$ cat src/rtl/core/ordered_list_insert_delete_macros.svh
// Assertion macros for the ordered list block.
// Each macro expects signals named clk and rst in the scope where it is used.
`ifndef ORDERED_LIST_INSERT_DELETE_MACROS_SVH
`define ORDERED_LIST_INSERT_DELETE_MACROS_SVH

// Same-cycle implication, checked outside reset.
`define OLID_ASSERT_NOW(lbl, ante, cons) \
  lbl: assert property (@(posedge clk) disable iff (rst) (ante) |-> (cons)) \
    else $error("ordered list check failed");

// Next-cycle implication, checked outside reset.
`define OLID_ASSERT_NEXT(lbl, ante, cons) \
  lbl: assert property (@(posedge clk) disable iff (rst) (ante) |=> (cons)) \
    else $error("ordered list check failed");

`endif

$ cat src/rtl/core/olid_pkg.sv
// Shared types and codes for the ordered list block.
// No dependencies; used by olid_rsp_reg and ordered_list_insert_delete.
package olid_pkg;

  // Request operation codes
  localparam logic [1:0] MODE_INSERT = 2'd0;
  localparam logic [1:0] MODE_DELETE = 2'd1;
  localparam logic [1:0] MODE_CLEAR  = 2'd2;
  localparam logic [1:0] MODE_DUMP   = 2'd3;

  // Result status codes
  localparam logic [1:0] STATUS_OK          = 2'd0;
  localparam logic [1:0] STATUS_POS_INVALID = 2'd1;
  localparam logic [1:0] STATUS_FULL        = 2'd2;
  localparam logic [1:0] STATUS_NOT_FOUND   = 2'd3;

  // Request word
  typedef struct packed {
    logic [1:0]         mode;
    logic [4:0]         position;
    logic signed [31:0] value;
  } req_t;

  // Result word
  typedef struct packed {
    logic [1:0]         status;
    logic signed [31:0] element;
    logic               element_valid;
    logic               last;
    logic [4:0]         count;
  } rsp_t;

endpackage

$ cat src/rtl/core/olid_rsp_reg.sv
// Output register for result words: holds one word until the sink takes it.
// Depends on olid_pkg for the result word type.
module olid_rsp_reg (
  input  logic          clk,
  input  logic          rst,
  input  logic          load,
  input  olid_pkg::rsp_t load_data,
  output logic          free,
  output logic          valid,
  input  logic          ready,
  output olid_pkg::rsp_t data
);
  import olid_pkg::*;

  // slot can take a new word if empty or being drained this cycle
  assign free = !valid || ready;

  // valid flag
  always_ff @(posedge clk) begin
    if (rst) begin
      valid <= 1'b0;
    end else if (load) begin
      valid <= 1'b1;
    end else if (ready) begin
      valid <= 1'b0;
    end
  end

  // payload
  always_ff @(posedge clk) begin
    if (load) begin
      data <= load_data;
    end
  end

endmodule

$ cat src/rtl/core/ordered_list_insert_delete.sv
// Ordered list: positional insert, first-match delete, clear and dump over one RAM.
// Insert moves entries from the position up by one, then writes the value; delete scans
// from the head, moving later entries down one. Clear, rejected requests and an empty-list
// delete go to a status word. The RAM shifts one entry a cycle; each dump word is read,
// then loaded. Requests are taken in idle, after the last word loads; sink stalls delay them.
// Reset (rst, synchronous) empties the list; RAM contents are not cleared.
module ordered_list_insert_delete #(
  parameter int CAPACITY   = 16,
  parameter int DATA_WIDTH = 32
) (
  input  logic           clk,
  input  logic           rst,
  input  logic           req_valid,
  output logic           req_ready,
  input  olid_pkg::req_t req,
  output logic           rsp_valid,
  input  logic           rsp_ready,
  output olid_pkg::rsp_t rsp
);
  import olid_pkg::*;

  localparam int CNT_W = $clog2(CAPACITY + 1);
  localparam int AW    = $clog2(CAPACITY);
  localparam int CMP_W = (CNT_W > 5) ? CNT_W : 5;

  typedef enum logic [4:0] {
    ST_IDLE = 5'b00001,
    ST_INS  = 5'b00010,
    ST_DEL  = 5'b00100,
    ST_DUMP = 5'b01000,
    ST_RESP = 5'b10000
  } state_t;

  state_t                state, state_next;
  logic [CNT_W-1:0]      cnt, cnt_next;
  logic [CNT_W-1:0]      idx, idx_next;
  logic                  pend, pend_next;
  logic                  found, found_next;
  logic [1:0]            res_status, res_status_next;
  logic [DATA_WIDTH-1:0] op_val, op_val_next;
  logic [CNT_W-1:0]      op_pos, op_pos_next;
  logic [AW-1:0]         pidx, pidx_next;

  // entry RAM
  logic [DATA_WIDTH-1:0] mem [CAPACITY];
  logic [DATA_WIDTH-1:0] rd_data;
  logic                  re, we;
  logic [AW-1:0]         ra, wa;
  logic [DATA_WIDTH-1:0] wd;

  // output register hookup
  logic slot_free;
  logic ld;
  rsp_t ld_data;

  // width adapters
  logic [DATA_WIDTH+31:0] val_wide;
  logic [DATA_WIDTH-1:0]  val_keep;
  logic [DATA_WIDTH+31:0] elem_wide;
  logic [CNT_W+4:0]       cnt_wide;
  logic [4:0]             cnt_out;
  logic [CMP_W-1:0]       pos_ext, cnt_ext;
  logic [CNT_W-1:0]       idx_dec;
  logic                   full;
  logic                   dump_last;

  assign val_wide  = {{DATA_WIDTH{1'b0}}, req.value};
  assign val_keep  = val_wide[DATA_WIDTH-1:0];
  assign elem_wide = {32'b0, rd_data};
  assign cnt_wide  = {5'b0, cnt};
  assign cnt_out   = cnt_wide[4:0];
  assign pos_ext   = CMP_W'(req.position);
  assign cnt_ext   = CMP_W'(cnt);
  assign idx_dec   = idx - CNT_W'(1);
  assign full      = (cnt == CNT_W'(CAPACITY));
  assign dump_last = ((CNT_W'(pidx) + CNT_W'(1)) == cnt);

  assign req_ready = (state == ST_IDLE);

  // sequencer: next state, RAM controls, result load
  always_comb begin
    state_next      = state;
    cnt_next        = cnt;
    idx_next        = idx;
    pend_next       = pend;
    found_next      = found;
    res_status_next = res_status;
    op_val_next     = op_val;
    op_pos_next     = op_pos;
    pidx_next       = pidx;
    re              = 1'b0;
    ra              = '0;
    we              = 1'b0;
    wa              = '0;
    wd              = rd_data;
    ld              = 1'b0;
    ld_data         = '0;

    unique case (state)
      ST_IDLE: begin
        if (req_valid) begin
          unique case (req.mode)
            MODE_INSERT: begin
              if (pos_ext > cnt_ext) begin
                res_status_next = STATUS_POS_INVALID;
                state_next      = ST_RESP;
              end else if (full) begin
                res_status_next = STATUS_FULL;
                state_next      = ST_RESP;
              end else begin
                op_pos_next = CNT_W'(req.position);
                op_val_next = val_keep;
                idx_next    = cnt;
                state_next  = ST_INS;
              end
            end
            MODE_DELETE: begin
              op_val_next = val_keep;
              idx_next    = '0;
              found_next  = 1'b0;
              if (cnt == '0) begin
                res_status_next = STATUS_NOT_FOUND;
                state_next      = ST_RESP;
              end else begin
                state_next = ST_DEL;
              end
            end
            MODE_CLEAR: begin
              cnt_next        = '0;
              res_status_next = STATUS_OK;
              state_next      = ST_RESP;
            end
            MODE_DUMP: begin
              idx_next = '0;
              if (cnt == '0) begin
                res_status_next = STATUS_OK;
                state_next      = ST_RESP;
              end else begin
                state_next = ST_DUMP;
              end
            end
            default: state_next = ST_IDLE;
          endcase
        end
      end

      // shift tail back by one, top down, then drop the new value in
      ST_INS: begin
        if (pend) begin
          we        = 1'b1;
          wa        = pidx;
          wd        = rd_data;
          pend_next = 1'b0;
        end
        if (idx > op_pos) begin
          re        = 1'b1;
          ra        = idx_dec[AW-1:0];
          pend_next = 1'b1;
          pidx_next = idx[AW-1:0];
          idx_next  = idx_dec;
        end else if (!pend) begin
          we              = 1'b1;
          wa              = op_pos[AW-1:0];
          wd              = op_val;
          cnt_next        = cnt + CNT_W'(1);
          res_status_next = STATUS_OK;
          state_next      = ST_RESP;
        end
      end

      // one pass: find first match, move every later entry down one
      ST_DEL: begin
        if (pend) begin
          if (found) begin
            we = 1'b1;
            wa = pidx - AW'(1);
            wd = rd_data;
          end else if (rd_data == op_val) begin
            found_next = 1'b1;
          end
          pend_next = 1'b0;
        end
        if (idx < cnt) begin
          re        = 1'b1;
          ra        = idx[AW-1:0];
          pend_next = 1'b1;
          pidx_next = idx[AW-1:0];
          idx_next  = idx + CNT_W'(1);
        end else if (!pend) begin
          if (found) begin
            cnt_next        = cnt - CNT_W'(1);
            res_status_next = STATUS_OK;
          end else begin
            res_status_next = STATUS_NOT_FOUND;
          end
          state_next = ST_RESP;
        end
      end

      // read one entry only when the output slot is sure to be free next cycle
      ST_DUMP: begin
        if (pend) begin
          ld                    = 1'b1;
          ld_data.status        = STATUS_OK;
          ld_data.element       = elem_wide[31:0];
          ld_data.element_valid = 1'b1;
          ld_data.last          = dump_last;
          ld_data.count         = cnt_out;
          pend_next             = 1'b0;
        end else if (idx < cnt) begin
          if (slot_free) begin
            re        = 1'b1;
            ra        = idx[AW-1:0];
            pend_next = 1'b1;
            pidx_next = idx[AW-1:0];
            idx_next  = idx + CNT_W'(1);
          end
        end else begin
          state_next = ST_IDLE;
        end
      end

      // single status word
      ST_RESP: begin
        if (slot_free) begin
          ld                    = 1'b1;
          ld_data.status        = res_status;
          ld_data.element       = '0;
          ld_data.element_valid = 1'b0;
          ld_data.last          = 1'b1;
          ld_data.count         = cnt_out;
          state_next            = ST_IDLE;
        end
      end

      default: state_next = ST_IDLE;
    endcase
  end

  // control registers
  always_ff @(posedge clk) begin
    if (rst) begin
      state      <= ST_IDLE;
      cnt        <= '0;
      idx        <= '0;
      pend       <= 1'b0;
      found      <= 1'b0;
      res_status <= STATUS_OK;
    end else begin
      state      <= state_next;
      cnt        <= cnt_next;
      idx        <= idx_next;
      pend       <= pend_next;
      found      <= found_next;
      res_status <= res_status_next;
    end
  end

  // operand registers
  always_ff @(posedge clk) begin
    op_val <= op_val_next;
    op_pos <= op_pos_next;
    pidx   <= pidx_next;
  end

  // entry RAM, one write and one registered read per cycle
  always_ff @(posedge clk) begin
    if (we) begin
      mem[wa] <= wd;
    end
    if (re) begin
      rd_data <= mem[ra];
    end
  end

  olid_rsp_reg u_rsp_reg (
    .clk       (clk),
    .rst       (rst),
    .load      (ld),
    .load_data (ld_data),
    .free      (slot_free),
    .valid     (rsp_valid),
    .ready     (rsp_ready),
    .data      (rsp)
  );

  // checks
  `include "ordered_list_insert_delete_macros.svh"

  `OLID_ASSERT_NOW(a_cnt_range, 1'b1, cnt <= CNT_W'(CAPACITY))
  `OLID_ASSERT_NOW(a_dump_slot, (state == ST_DUMP) && pend, slot_free)
  `OLID_ASSERT_NOW(a_ram_addr, we && re, wa != ra)
  `OLID_ASSERT_NEXT(a_ins_cnt, (state == ST_INS) && (idx == op_pos) && !pend,
                    cnt == ($past(cnt) + CNT_W'(1)))

endmodule

$ cat config.mk
export PLATFORM = sky130hd
export DESIGN_NAME = ordered_list_insert_delete
export DESIGN_NICKNAME = d
export VERILOG_FILES = /design/src/rtl/core/olid_pkg.sv /design/src/rtl/core/olid_rsp_reg.sv /design/src/rtl/core/ordered_list_insert_delete.sv
export VERILOG_INCLUDE_DIRS = /design/src /design/src/rtl/core
export SDC_FILE = /design/constraint.sdc
export NUM_CORES = 1
export LEC_CHECK = 0
export ABC_AREA = 1
export BUFFER_PORTS_ARGS = -buffer_cell sky130_fd_sc_hd__buf_2
export CORE_ASPECT_RATIO = 0.8
export CORE_MARGIN = 1
export CORE_UTILIZATION = 44
export CTS_CLUSTER_SIZE = 16
export DETAILED_ROUTE_END_ITERATION = 8
export SETUP_SLACK_MARGIN = 0.05
export SYNTH_ARGS = -nofsm -noshare
export SYNTH_HDL_FRONTEND = slang
export SYNTH_HIERARCHICAL = 1
export SYNTH_SLANG_ARGS = --single-unit
$ cat constraint.sdc
create_clock -name clk -period 3.6 [get_ports clk]
set_clock_uncertainty 0.15 [all_clocks]
set_input_delay 0.36 -clock clk [delete_from_list [all_inputs] [get_ports clk]]
set_output_delay 0.36 -clock clk [all_outputs]
set_load 0.01 [all_outputs]
Word-level counts from Yosys, hierarchy flattened
Memory sizes are Yosys's and may differ from the RTL's. A register that Yosys moved wholly into a read port is not among the register bits.
Index checks and enable logic that the tools add are counted.
{ "word_totals": {"reg_bits": 102, "mem_bits_rw": 512, "inputBits": 43, "output_inout_bits": 43, "wordCells": 175, "mem_count": 1} }
{ "memory_table": {"columns": ["memory", "words", "word_bits", "rd", "rd_clocked_by_memory_dff", "wr", "line", "source"], "rows": [
  ["mem", 16, 32, 1, 1, 1, "ordered_list_insert_delete.sv:45", "logic [DATA_WIDTH-1:0] mem [CAPACITY];"]
]} }
{ "classes": {"n_addsub": 6, "order_cmp": 3, "eq_ne": 35, "muxes": 94, "bitwise_logic": 2, "reduce_logical": 19} }
{ "op_table": {"columns": ["cell", "count"], "rows": [
  ["2-to-1 mux 32 bit", 5],
  ["2-to-1 mux 5 bit", 26],
  ["one-hot mux 41 bit (2 select lines)", 1],
  ["one-hot mux 32 bit (2 select lines)", 1],
  ["2-to-1 mux 4 bit", 15],
  ["2-to-1 mux 41 bit", 1],
  ["one-hot mux 5 bit (4 select lines)", 2],
  ["2-to-1 mux 39 bit", 1],
  ["== test 32 bit", 1],
  ["inequality test 2 bit, second input constant", 16],
  ["one-hot mux 5 bit (5 select lines)", 1],
  ["one-hot mux 4 bit (3 select lines)", 2],
  ["2-to-1 mux 2 bit", 10],
  ["2-to-1 mux 1 bit", 19],
  ["one-hot mux 5 bit (3 select lines)", 1],
  ["inequality test 3 bit, second input constant", 4],
  ["AND reduction 6 bit", 2],
  ["adder 5 x 1 -> 5 bit, second input constant", 2],
  ["== test 5 bit, second input constant", 2],
  ["> comparator 5 bit", 2],
  ["one-hot mux 5 bit (2 select lines)", 1],
  ["AND reduction 10 bit", 1],
  ["AND reduction 5 bit", 2],
  ["subtractor 5 x 1 -> 5 bit, second input constant", 2],
  ["30 further kinds", 39]
]} }

Logic depth before layout (Yosys ltp)
{ "depth": {"ltp_word": 6, "mapped_depth": 16, "mapped_depth_nobuf": 15} }

Modules after synthesis
Netlist, hierarchy kept.
{ "by_module_without_submodules": {"columns": ["mod", "n_inst", "cells_per_inst", "area_each_um2", "seq_area_each_um2"], "rows": [
  ["ordered_list_insert_delete", 1, 2511, 27910.5, 17947.2],
  ["olid_rsp_reg", 1, 46, 1273.7, 1251.2]
]} }

Worst setup path before layout
OpenSTA, ideal clock, no wires.
{ "synth_path": {"kind": "register to register", "startpoint": "reg idx[0]", "endpoint": "mem mem[15][0] (enable)", "setup_ns": 0.421, "arrival_time_ns": 3.073, "required_time_ns": 3.029, "slack_ns": -0.044, "stages_incl_launch_ff": 10, "path_buffers": 1, "period_less_slack_ns": 3.644, "cell_sequence": "dfxtp_1 > buf_2 > inv_1 > ha_1 > nand2_1 > nand2_1 > nand3_1 > o21ai_0 > nand2_1 > nor2_1"} }
{ "synth_between": {"elab_chain_cells": 5, "word_cells_on_any_way": 7, "classes_between": "order compare: 1; mux: 6"} }
{ "synth_lines": {"columns": ["element", "line", "source"], "rows": [
  ["start: declaration", "ordered_list_insert_delete.sv:36", "logic [CNT_W-1:0] idx, idx_next;"],
  ["start signal: assignment", "ordered_list_insert_delete.sv:252", "idx <= idx_next;"],
  ["> comparator 5 bit (*)", "ordered_list_insert_delete.sv:155", "if (idx > op_pos) begin"],
  ["2-to-1 mux 1 bit", "ordered_list_insert_delete.sv:155", null],
  ["one-hot mux 1 bit (2 select lines)", "ordered_list_insert_delete.sv:99", "unique case (state)"],
  ["2-to-1 mux 1 bit", "ordered_list_insert_delete.sv:268", "if (we) begin"],
  ["2-to-1 mux 1 bit (not written as such)", "ordered_list_insert_delete.sv:269", "mem[wa] <= wd;"],
  ["end: declaration", "ordered_list_insert_delete.sv:45", null]
]} }
Mark *: on every way between the ends. The rest lies on a longest branch, timed or not.

Final worst setup path
{ "layout_path": {"startpoint": "reg state[2]", "endpoint": "mem mem[1][31] (enable)"} }
{ "layout_between": {"elab_chain_cells": 4, "word_cells_on_any_way": 6, "classes_between": "eq/ne: 2; mux: 4"} }
{ "layout_lines": {"columns": ["element", "line", "source"], "rows": [
  ["start: declaration", "ordered_list_insert_delete.sv:34", "state_t state, state_next;"],
  ["start signal: assignment", "ordered_list_insert_delete.sv:250", "state <= state_next;"],
  ["== test 5 x 3 -> 1 bit or == test 5 x 2 -> 1 bit (tied branches)", "ordered_list_insert_delete.sv:99", null],
  ["one-hot mux 1 bit (2 select lines)", "ordered_list_insert_delete.sv:99", null],
  ["2-to-1 mux 1 bit", "ordered_list_insert_delete.sv:268", null],
  ["2-to-1 mux 1 bit (not written as such)", "ordered_list_insert_delete.sv:269", null]
]} }
Several ways; a longest one is shown, not always the timed one.

==> flow_metrics.env <==
export IMPL_clkTransAtPathRegs_ns=0.06
export IMPL_initial_utilization_pct=44.4
export IMPL_synthFlopType="edfxtp_1"
export IMPL_ys_types=40
export IMPL_root_buffer="clkbuf_16"
export IMPL_gp_congestion=0.873
export IMPL_grt_pass1_vias=19683
export IMPL_reg2reg_from="state[2]"
export IMPL_synth_area_mux_share_pct=0.270
export IMPL_finalSetupTns_ns=0
export IMPL_syn_area_per_cell_sq_um=11.4
export IMPL_clock_sinks=646
export IMPL_clk_latency_ns=0.62
export IMPL_p_leak_uw=0.0129
export IMPL_drc=0
export IMPL_period_needed_ns=3.33
export IMPL_synth_fp_nets=2622
export IMPL_rows=84
export IMPL_worst_setup_path_type="reg -> reg"
export IMPL_path_cells="inv_1 -> nor2_1 -> nand3_2 -> inv_1 -> nand3_1 -> nor2_1 -> a21oi_1 -> o21ai_0 -> buf_4 -> nand2_1 -> nor2_4"
export IMPL_powerDensity_nw_per_um2=544
export IMPL_status="complete, no violations"
export IMPL_grtUsageTotal_pct=24.7
export IMPL_yosysWarnings=6
export IMPL_layout_setup_ws_ns=0.270
export IMPL_crit_fanout=32
export IMPL_clk_path_buf_depth=3
export IMPL_synth_fa_ha_area_share_pct=0.969
export IMPL_synth_top_family_by_area="simple AND/OR/NAND/NOR gates"
export IMPL_synth_area_sq_um=29200
export IMPL_cap_violations=0
export IMPL_slew_violations=0
export IMPL_vias_per_cell=5.65
export IMPL_startpoint="state[2]"
export IMPL_hold_depth=5
export IMPL_cts_tree="done"
export IMPL_layout_drive_gt1_share_pct=12.8
export IMPL_synth_area_leaders="edfxtp_1 64%, nand3_1 11%, nand3b_1 7.4%"
export IMPL_critPathCaptureType="register"
export IMPL_stdcell_count=3620
export IMPL_drt_wirelength_per_cell_um=22.9
export IMPL_synthCells=2557
export IMPL_min_period_over_period_pct=92.5
export IMPL_die_h_um=232
export IMPL_maxSlewHeadroom_pct=15.2
export IMPL_grt_overflow=0
export IMPL_synth_top_area_share_pct=64.4
export IMPL_hold_class="in -> reg"
export IMPL_hold_path_startpoint="req[37]"
export IMPL_synth_seq_cells=646
export IMPL_ys_seq_area_share_pct=65.8
export IMPL_port_buffers=85
export IMPL_max_stage_delay_ns=0.95
export IMPL_grt_pass1_wl_um=125000
export IMPL_crit_arrival_ns=3.39
export IMPL_ant_nets=0
export IMPL_worst_ep_required_time_ns=3.66
export IMPL_antenna_found_initial=2
export IMPL_vias=20466
export IMPL_worst_slew_pin_slew_ns=1.27
export IMPL_fmax_mhz=300
export IMPL_total_power_uw=18500
export IMPL_place_inst=3458
export IMPL_grt_setup_unrepaired="false"
export IMPL_routed_wirelength_um=83100
export IMPL_die_w_um=290
export IMPL_htree_levels=3
export IMPL_cts_buffers=68
export IMPL_peakVddDrop_mv=0.361
export IMPL_yosys_area_top_type="edfxtp_1"
export IMPL_nNetsFinal=2774
export IMPL_die_area_sq_um=67400
export IMPL_dp_slack_ns=0.121
export IMPL_area_delta_synth_final_pct=16.7
export IMPL_crit_path_start_kind="register"
export IMPL_synth_simple_area_share_pct=23.3
export IMPL_synth_compound_area_share_pct=1.73
export IMPL_synth_xor_area_share_pct=1.11
export IMPL_drt_iter0_drc=2203
export IMPL_critPathSlowestCell="nor2_4"
export IMPL_dr_pass1_iters=6
export IMPL_core_area_sq_um=65700
export IMPL_n_fill_cell=5549
export IMPL_async_flop_share_pct=0
export IMPL_setup_viol=0
export IMPL_r2r_cells=11
export IMPL_timing_final_hold_violations=0
export IMPL_n_antenna_cell=0
export IMPL_pin_count=86
export IMPL_synth_edf_count=626
export IMPL_dpl_hpwl_um=51100
export IMPL_yosys_cell_count_top_type="nand3_1"
export IMPL_grt_max_degree=79
export IMPL_synth_common_cells="662 x nand3_1, 626 x edfxtp_1, 317 x inv_1"
## metal layers
layer,share of wire [%],track usage (%),wire [um]
met1,45,36.5,37200
met2,44,37.1,36400
met3,9.3,5.09,7690
met4,2.1,6.45,1740
met5,0,0,0
## cell usage in the layout (no fill, tap or decap), types with 21 or more instances in the layout
| cell type | netlist | routed |
|---|---|---|
| edfxtp_1 | 626 | 626 |
| dlygate4sd3_1 | 0 | 41 |
| nand2_1 | 158 | 151 |
| buf_12 | 0 | 36 |
| nor2_1 | 116 | 98 |
| inv_1 | 317 | 317 |
| ha_1 | 21 | 21 |
| o21ai_0 | 31 | 31 |
| nand3_1 | 662 | 661 |
| nand3b_1 | 289 | 289 |
| clkbuf_16 | 0 | 70 |
| a21oi_1 | 41 | 40 |
| buf_4 | 6 | 86 |
| buf_2 | 110 | 85 |
## cell type report
| class | instances | area (sq um) | area share [%] |
|---|---|---|---|
| clock buffer | 85 | 1810 | 5.31 |
| clock inverter | 36 | 352 | 1.03 |
| inverter | 321 | 1210 | 3.55 |
| multi-input combinational | 1423 | 8190 | 24.1 |
| sequential | 646 | 19200 | 56.4 |
| tap | 860 | 1080 | 3.16 |
| timing repair buffer | 249 | 2210 | 6.50 |
## critical path, delay by kind of cell, from the launching register on
kind,cells,cell delay [ns]
buf+inv,3,0.49
compound gates,2,0.19
flops,1,0.36
simple gates,6,1.73
## report_power, final
part	switching (uW)	leakage [uW]	internal (uW)	total (uW)
logic	2010	0.00604	906	2920
clock network	2920	0.00105	4000	6920
registers	150	0.00580	8540	8690
## cell families (layout without fill, tap and decap cells)
| logic type | count (synthesis) | count (layout) |
|---|---|---|
| AO/OA/AOI/OAI | 93 | 93 |
| XOR/XNOR | 37 | 37 |
| adder cells (fa/ha/maj) | 22 | 22 |
| buffers and inverters | 488 | 691 |
| flip-flops | 646 | 646 |
| multiplexers | 7 | 7 |
| AND/OR/NAND/NOR | 1264 | 1264 |
## final timing paths
check,to,slack (ns)
worst max-delay path,mem[1][31],0.27
worst min-delay path,res_status[1],0.06
worst max register to register,mem[1][31],0.27
worst min register to register,state[3],0.36
## registers in the layout, indices dropped and copies added (netlist names)
signal and cells:
found 1, idx 5, state 5, res_status 2, pidx 4, op_pos 5
rd_data 32, mem 512, cnt 5, u_rsp_reg/data 41, u_rsp_reg/valid 1, pend 1
op_val 32
## metrics by stage
| step | util [%] | hold WS (ns) | area, sq um |
|---|---|---|---|
| floorplan | - | 0.272 | 29200 |
| global placement | 47.9 | 0.325 | 31500 |
| detailed placement | 47.9 | 0.337 | 31500 |
| CTS | 51.8 | 0.0163 | 34000 |
| global route | 51.8 | 0.0770 | 34100 |
| finish | 51.8 | 0.0606 | 34100 |
## repair_timing
action                     in CTS  in global routing
hold buffers                   41                  0
setup endpoints to repair       0                113
hold endpoints to repair       45                  0
resized for setup               0                  6
setup buffers                   0                  0
Note: power is estimated with default switching activity, not from simulation.
